### src/design/izn_pkg.sv
package izn_pkg;

  typedef struct packed {
    logic signed [31:0] membrane_v;
    logic signed [31:0] recovery_u;
    logic signed [31:0] input_current;
  } in_word_t;

  typedef struct packed {
    logic signed [31:0] membrane_after;
    logic signed [31:0] recovery_after;
    logic signed [31:0] voltage_slope;
    logic signed [31:0] recovery_slope;
    logic               spiked;
  } out_word_t;

  typedef struct packed {
    logic        [1:0]  model_kind;
    logic signed [31:0] peak_voltage;
    logic signed [31:0] reset_voltage;
    logic signed [31:0] recovery_jump;
    logic signed [31:0] rest_voltage;
    logic signed [31:0] threshold_voltage;
    logic signed [31:0] recovery_rate;
    logic signed [31:0] recovery_sensitivity;
  } cfg_t;

  // reset stage output: values after the spike reset
  typedef struct packed {
    logic signed [31:0] v;
    logic signed [31:0] u;
    logic signed [31:0] cur;
    logic               spike;
  } reset_word_t;

  localparam logic [1:0] KIND_STANDARD = 2'd0;
  localparam logic [1:0] KIND_SAT_REC  = 2'd1;
  localparam logic [1:0] KIND_CUBIC    = 2'd2;
  localparam logic [1:0] KIND_NONE     = 2'd3;

  localparam logic [2:0] REG_MODEL_KIND  = 3'd0;
  localparam logic [2:0] REG_PEAK        = 3'd1;
  localparam logic [2:0] REG_RESET_V     = 3'd2;
  localparam logic [2:0] REG_REC_JUMP    = 3'd3;
  localparam logic [2:0] REG_REST_V      = 3'd4;
  localparam logic [2:0] REG_THRESH_V    = 3'd5;
  localparam logic [2:0] REG_REC_RATE    = 3'd6;
  localparam logic [2:0] REG_REC_SENS    = 3'd7;

  // Q15.16 constants
  localparam logic signed [31:0] C_TENTH      = 32'sd6554;
  localparam logic signed [31:0] C_V_BASE     = -32'sd3473408;
  localparam logic signed [31:0] C_V_GAIN     = 32'sd2621;
  localparam logic signed [32:0] C_U_STEP     = 33'sd1310720;
  localparam logic signed [31:0] C_U_CAP      = 32'sd43909120;
  localparam logic signed [31:0] C_CUBE_FLOOR = -32'sd3604480;
  localparam logic signed [31:0] C_CUBE_GAIN  = 32'sd1638;
  localparam logic signed [31:0] C_FIFTH      = 32'sd13107;

  localparam logic signed [31:0] S32_MAX = 32'sh7FFF_FFFF;
  localparam logic signed [31:0] S32_MIN = -32'sh8000_0000;

  function automatic logic signed [31:0] sat33(input logic signed [32:0] x);
    logic signed [31:0] r;
    if (x[32] != x[31]) begin
      r = x[32] ? S32_MIN : S32_MAX;
    end else begin
      r = x[31:0];
    end
    return r;
  endfunction

  function automatic logic signed [31:0] sat_add(input logic signed [31:0] a,
                                                 input logic signed [31:0] b);
    logic signed [32:0] s;
    s = {a[31], a} + {b[31], b};
    return sat33(s);
  endfunction

  function automatic logic signed [31:0] sat_sub(input logic signed [31:0] a,
                                                 input logic signed [31:0] b);
    logic signed [32:0] s;
    s = {a[31], a} - {b[31], b};
    return sat33(s);
  endfunction

  // Q15.16 product, round half up, saturate
  function automatic logic signed [31:0] qmul(input logic signed [31:0] a,
                                              input logic signed [31:0] b);
    logic signed [63:0] prod;
    logic signed [47:0] sh;
    logic signed [31:0] r;
    prod = a * b;
    prod = prod + 64'sd32768;
    sh = prod[63:16];
    if (sh > 48'sh0000_7FFF_FFFF) begin
      r = S32_MAX;
    end else if (sh < -48'sh0000_8000_0000) begin
      r = S32_MIN;
    end else begin
      r = sh[31:0];
    end
    return r;
  endfunction

endpackage

### src/design/izn_spike_reset.sv
module izn_spike_reset import izn_pkg::*; (
  input  logic        clk,
  input  logic        rst_n,
  input  cfg_t        cfg,
  input  logic        up_valid,
  output logic        up_ready,
  input  in_word_t    up_word,
  output logic        dn_valid,
  input  logic        dn_ready,
  output reset_word_t dn_word
);

  typedef struct packed {
    logic signed [31:0] v;
    logic signed [31:0] u;
    logic signed [31:0] cur;
    logic signed [31:0] p_tenth;
    logic signed [31:0] p_gain;
  } prod_word_t;

  logic        a_vld_r, b_vld_r;
  logic        en_a, en_b;
  prod_word_t  a_r, a_nxt;
  reset_word_t b_r, b_nxt;
  logic signed [31:0] thr1;
  logic signed [32:0] nu;

  assign en_b     = !b_vld_r || dn_ready;
  assign en_a     = !a_vld_r || en_b;
  assign up_ready = en_a;
  assign dn_valid = b_vld_r;
  assign dn_word  = b_r;

  always_comb begin
    a_nxt.v       = up_word.membrane_v;
    a_nxt.u       = up_word.recovery_u;
    a_nxt.cur     = up_word.input_current;
    a_nxt.p_tenth = qmul(up_word.recovery_u, C_TENTH);
    a_nxt.p_gain  = qmul(up_word.recovery_u, C_V_GAIN);
  end

  always_comb begin
    thr1 = sat_sub(cfg.peak_voltage, a_r.p_tenth);
    nu = {a_r.u[31], a_r.u} + C_U_STEP;
    b_nxt.v     = a_r.v;
    b_nxt.u     = a_r.u;
    b_nxt.cur   = a_r.cur;
    b_nxt.spike = 1'b0;
    unique case (cfg.model_kind)
      KIND_STANDARD: begin
        if (a_r.v >= cfg.peak_voltage) begin
          b_nxt.spike = 1'b1;
          b_nxt.v     = cfg.reset_voltage;
          b_nxt.u     = sat_add(a_r.u, cfg.recovery_jump);
        end
      end
      KIND_SAT_REC: begin
        if (a_r.v >= thr1) begin
          b_nxt.spike = 1'b1;
          b_nxt.v     = sat_add(C_V_BASE, a_r.p_gain);
          // nu below the cap always fits in 32 bits
          b_nxt.u     = (nu < $signed({C_U_CAP[31], C_U_CAP})) ? nu[31:0] : C_U_CAP;
        end
      end
      KIND_CUBIC: begin
        if (a_r.v >= cfg.peak_voltage) begin
          b_nxt.spike = 1'b1;
          b_nxt.v     = cfg.reset_voltage;
        end
      end
      KIND_NONE: begin
      end
      default: begin
      end
    endcase
  end

  always_ff @(posedge clk) begin
    if (!rst_n) begin
      a_vld_r <= 1'b0;
      b_vld_r <= 1'b0;
    end else begin
      if (en_a) a_vld_r <= up_valid;
      if (en_b) b_vld_r <= a_vld_r;
    end
  end

  always_ff @(posedge clk) begin
    if (en_a) a_r <= a_nxt;
    if (en_b) b_r <= b_nxt;
  end

endmodule

### config.mk
export PLATFORM = sky130hd
export DESIGN_NAME = izn_spike_reset
export DESIGN_NICKNAME = d
export VERILOG_FILES = /design/src/design/izn_pkg.sv /design/src/design/izn_spike_reset.sv
export SDC_FILE = /design/constraint.sdc
export NUM_CORES = 1
export LEC_CHECK = 0
export CAP_MARGIN = 10
export CORE_MARGIN = 4
export CORE_UTILIZATION = 35
export CTS_BUF_LIST = sky130_fd_sc_hd__clkbuf_8
export DETAILED_ROUTE_END_ITERATION = 8
export DONT_BUFFER_PORTS = 1
export GPL_ROUTABILITY_DRIVEN = 0
export PLACE_DENSITY_LB_ADDON = 0.3
export SLEW_MARGIN = 10
export SYNTH_ARGS = -nofsm -noshare
export SYNTH_HDL_FRONTEND = slang
export SYNTH_SLANG_ARGS = --single-unit
### constraint.sdc
create_clock -name clk -period 10.17 [get_ports clk]
set_input_delay 2.5425 -clock clk [delete_from_list [all_inputs] [get_ports clk]]
set_output_delay 2.5425 -clock clk [all_outputs]
set_load 0.02 [all_outputs]
==> impl_metrics.toml <==
[run_status]
result_of_the_run = "complete, no violations"

[setup_path]
top_delay_family_on_crit_path = "compound AO/OA/AOI/OAI gates"
setup.worst_path.class = "input port to register"
crit_path_start_kind = "input port"
ff2ff_path_depth = 29
crit_buf_inv = 5
setup.worst_path.end_class = "register"
worst_ep_arrival_time_ps = 9350
critPathMaxStageDelay_ps = 640
timing.critical_path.required_ps = 10530
critPathSlowestCell = "sky130_fd_sc_hd__o21ai_0"
cp_max_fo = 15
path_depth = 29

[timing]
maxSlewViolCount = 0
hold_viol_final = 0
slew-limit-headroom = 0.259
worst_clock_skew_ps = 39.7
max_freq_mhz = 111
rsz0062_at_grt = "no"
period_share = 0.884
tightest_slew_ps = 1110
finalSetupViolations = 0
finalCriticalPeriod_ps = 8990
finalSetupTns_ps = 0

[die]
floorplan.io_pins = 425
fp.dieW_um = 298
core_area_um2 = 83600
floorplan.rows = 106
starting_density_of_the_core = 0.353
fp.dieArea_um2 = 88900
die-height_um = 298

[finish]
areaGrowthSynthToFinish_pct = 7.15
sequential_cell_area_um2 = 7730
layout.filler_cells = 8344
most-common-layout-cells = "sky130_fd_sc_hd__inv_1, sky130_fd_sc_hd__ha_1, sky130_fd_sc_hd__fa_1, sky130_fd_sc_hd__edfxtp_1, sky130_fd_sc_hd__a21oi_1"
layout_commonest_cell = "sky130_fd_sc_hd__inv_1"
finalNetCount = 3979
multi_input_comb_area_um2 = 19500
fraction_of_final_layout_cells_with_drive_strength_greater_than_1 = 0.0438

[clock_network]
cts_htree_levels = 2
ctsResizeCount = 0
numClockSinks = 258
clk_root_buffer_cell = "sky130_fd_sc_hd__clkbuf_8"
cts_setup_buffers = 0
clkTransAtPathRegs_ps = 70
clk-insertion-delay-late_ps = 600
post_cts_hold_buffer_count = 0
cts_tree = "done"
clk_path_buf_depth = 3
cts_made_buffers = 41

[placed_design]
port_buffers = 0
dp_hpwl_um = 68500

[yosys]
synth-adder-area-share = 0.348
synth_enable_flop_cells = 256
synth_async_sr_flop_share = 0
synth_compound_area_frac = 0.150
netlist_area_um2 = 29500
postSynth.topFlopCell = "sky130_fd_sc_hd__edfxtp_1"
mappedNetlistNets = 3980
synth-warning-count = 0
synth_xor_area_frac = 0.0508
synth-seq-area-share = 0.262
muxShareOfSynthArea = 0.00836
synthesis.instances = 2988
synth_top_family_by_area = "adder cells"
syn_area_per_cell_um2 = 9.86
synth_cell_type_count = 92
synth-simple-area-share = 0.104
postSynthRegisterBits = 258

[job]
drv_cap = 0

[grt]
largest_net_degree_at_the_start_of_global_routing = 58
groute.usage.overall = 0.181
total_grt_overflow = 0
antenna_violations_before_repair = 5
via_count_of_the_first_global_routing_pass = 21200
grt_pass1_wl_um = 126000

[worst_hold_path]
hold_path_depth = 0
holdCritPathClass = "register to register"

[drt]
ant_nets = 0
route.detailed.drc = 0
drt-pass1-iter-count = 5
initialDrtViolationCount = 1229
routed_wirelength_um = 81000
vias = 21400
wl_per_cell_um = 19.8
detail_route.vias_per_cell = 5.23
==> area by class of cell <==
| type | instances | share of cell area |
|---|---|---|
| Antenna cell | 3 | 0.000238 |
| Clock buffer | 44 | 0.0192 |
| Clock inverter | 27 | 0.00677 |
| Inverter | 534 | 0.0635 |
| Multi-Input combinational cell | 2132 | 0.618 |
| Sequential cell | 258 | 0.245 |
| Tap cell | 1080 | 0.0428 |
| Timing Repair Buffer | 20 | 0.00475 |
==> per-stage QoR <==
stage,std cells,area (µm²),hold slack [ps],worst slack [ps],utilization
global route,4096,31600,412,709,0.378
floorplan,2988,29500,400,1420,-
CTS,4095,31600,407,1240,0.378
detailed placement,4024,30800,405,616,0.368
global placement,4024,30800,401,692,0.368
finish,4098,31600,410,1180,0.378
==> worst reg2reg max path, delay by kind of cell, from the launching register on <==
family,cells,cell delay (ps)
flops,1,360
xor+xnor,1,170
simple gates,8,1570
compound gates,12,3240
buf+inv,5,890
fa+ha+maj,3,1010
==> flip-flops by register name, summed over array words and instances (netlist names) <==
| name | flops |
|---|---|
| dn_word | 97 |
| dn_valid | 1 |
| a_r | 159 |
| a_vld_r | 1 |
==> synth_stat cells, types with 48 or more instances <==
cell type,count,area share
sky130_fd_sc_hd__inv_1,532,0.068
sky130_fd_sc_hd__ha_1,410,0.17
sky130_fd_sc_hd__edfxtp_1,256,0.26
sky130_fd_sc_hd__fa_1,256,0.17
sky130_fd_sc_hd__a21oi_1,202,0.034
sky130_fd_sc_hd__nand2_1,176,0.022
sky130_fd_sc_hd__nor2_1,139,0.018
sky130_fd_sc_hd__xnor2_1,114,0.034
sky130_fd_sc_hd__o21ai_0,104,0.018
sky130_fd_sc_hd__a21o_1,79,0.020
sky130_fd_sc_hd__xor2_1,55,0.016
sky130_fd_sc_hd__nand3_1,53,0.0090
sky130_fd_sc_hd__clkbuf_1,48,0.0061
==> kinds of logic after synthesis <==
kind of cell | after synthesis
AO/OA/AOI/OAI | 664
buffers and inverters | 598
AND/OR/NAND/NOR | 608
XOR/XNOR | 170
flip-flops | 258
multiplexers | 24
adder cells (fa/ha/maj) | 666
==> layer usage <==
| layer | share of wire | routed length [µm] | vias up | GRT usage |
|---|---|---|---|---|
| li1 | - | - | 10500 | - |
| met1 | 0.44 | 35800 | 10400 | 0.241 |
| met2 | 0.48 | 38800 | 530 | 0.312 |
| met3 | 0.055 | 4480 | 94 | 0.0257 |
| met4 | 0.023 | 1880 | 0 | 0.0409 |
| met5 | 0 | 0 | - | 0 |
==> worst paths after layout <==
check	end	startpoint	slack, ps
max	dn_word[62]	cfg[192]	1180
min	dn_word[3]	a_r[66]	410
max reg2reg	dn_word[62]	a_r[33]	2710
min reg2reg	dn_word[3]	a_r[66]	410
Power is not shown: default switching activity piles up to over one toggle a cycle in this logic, so the estimate is an artifact.
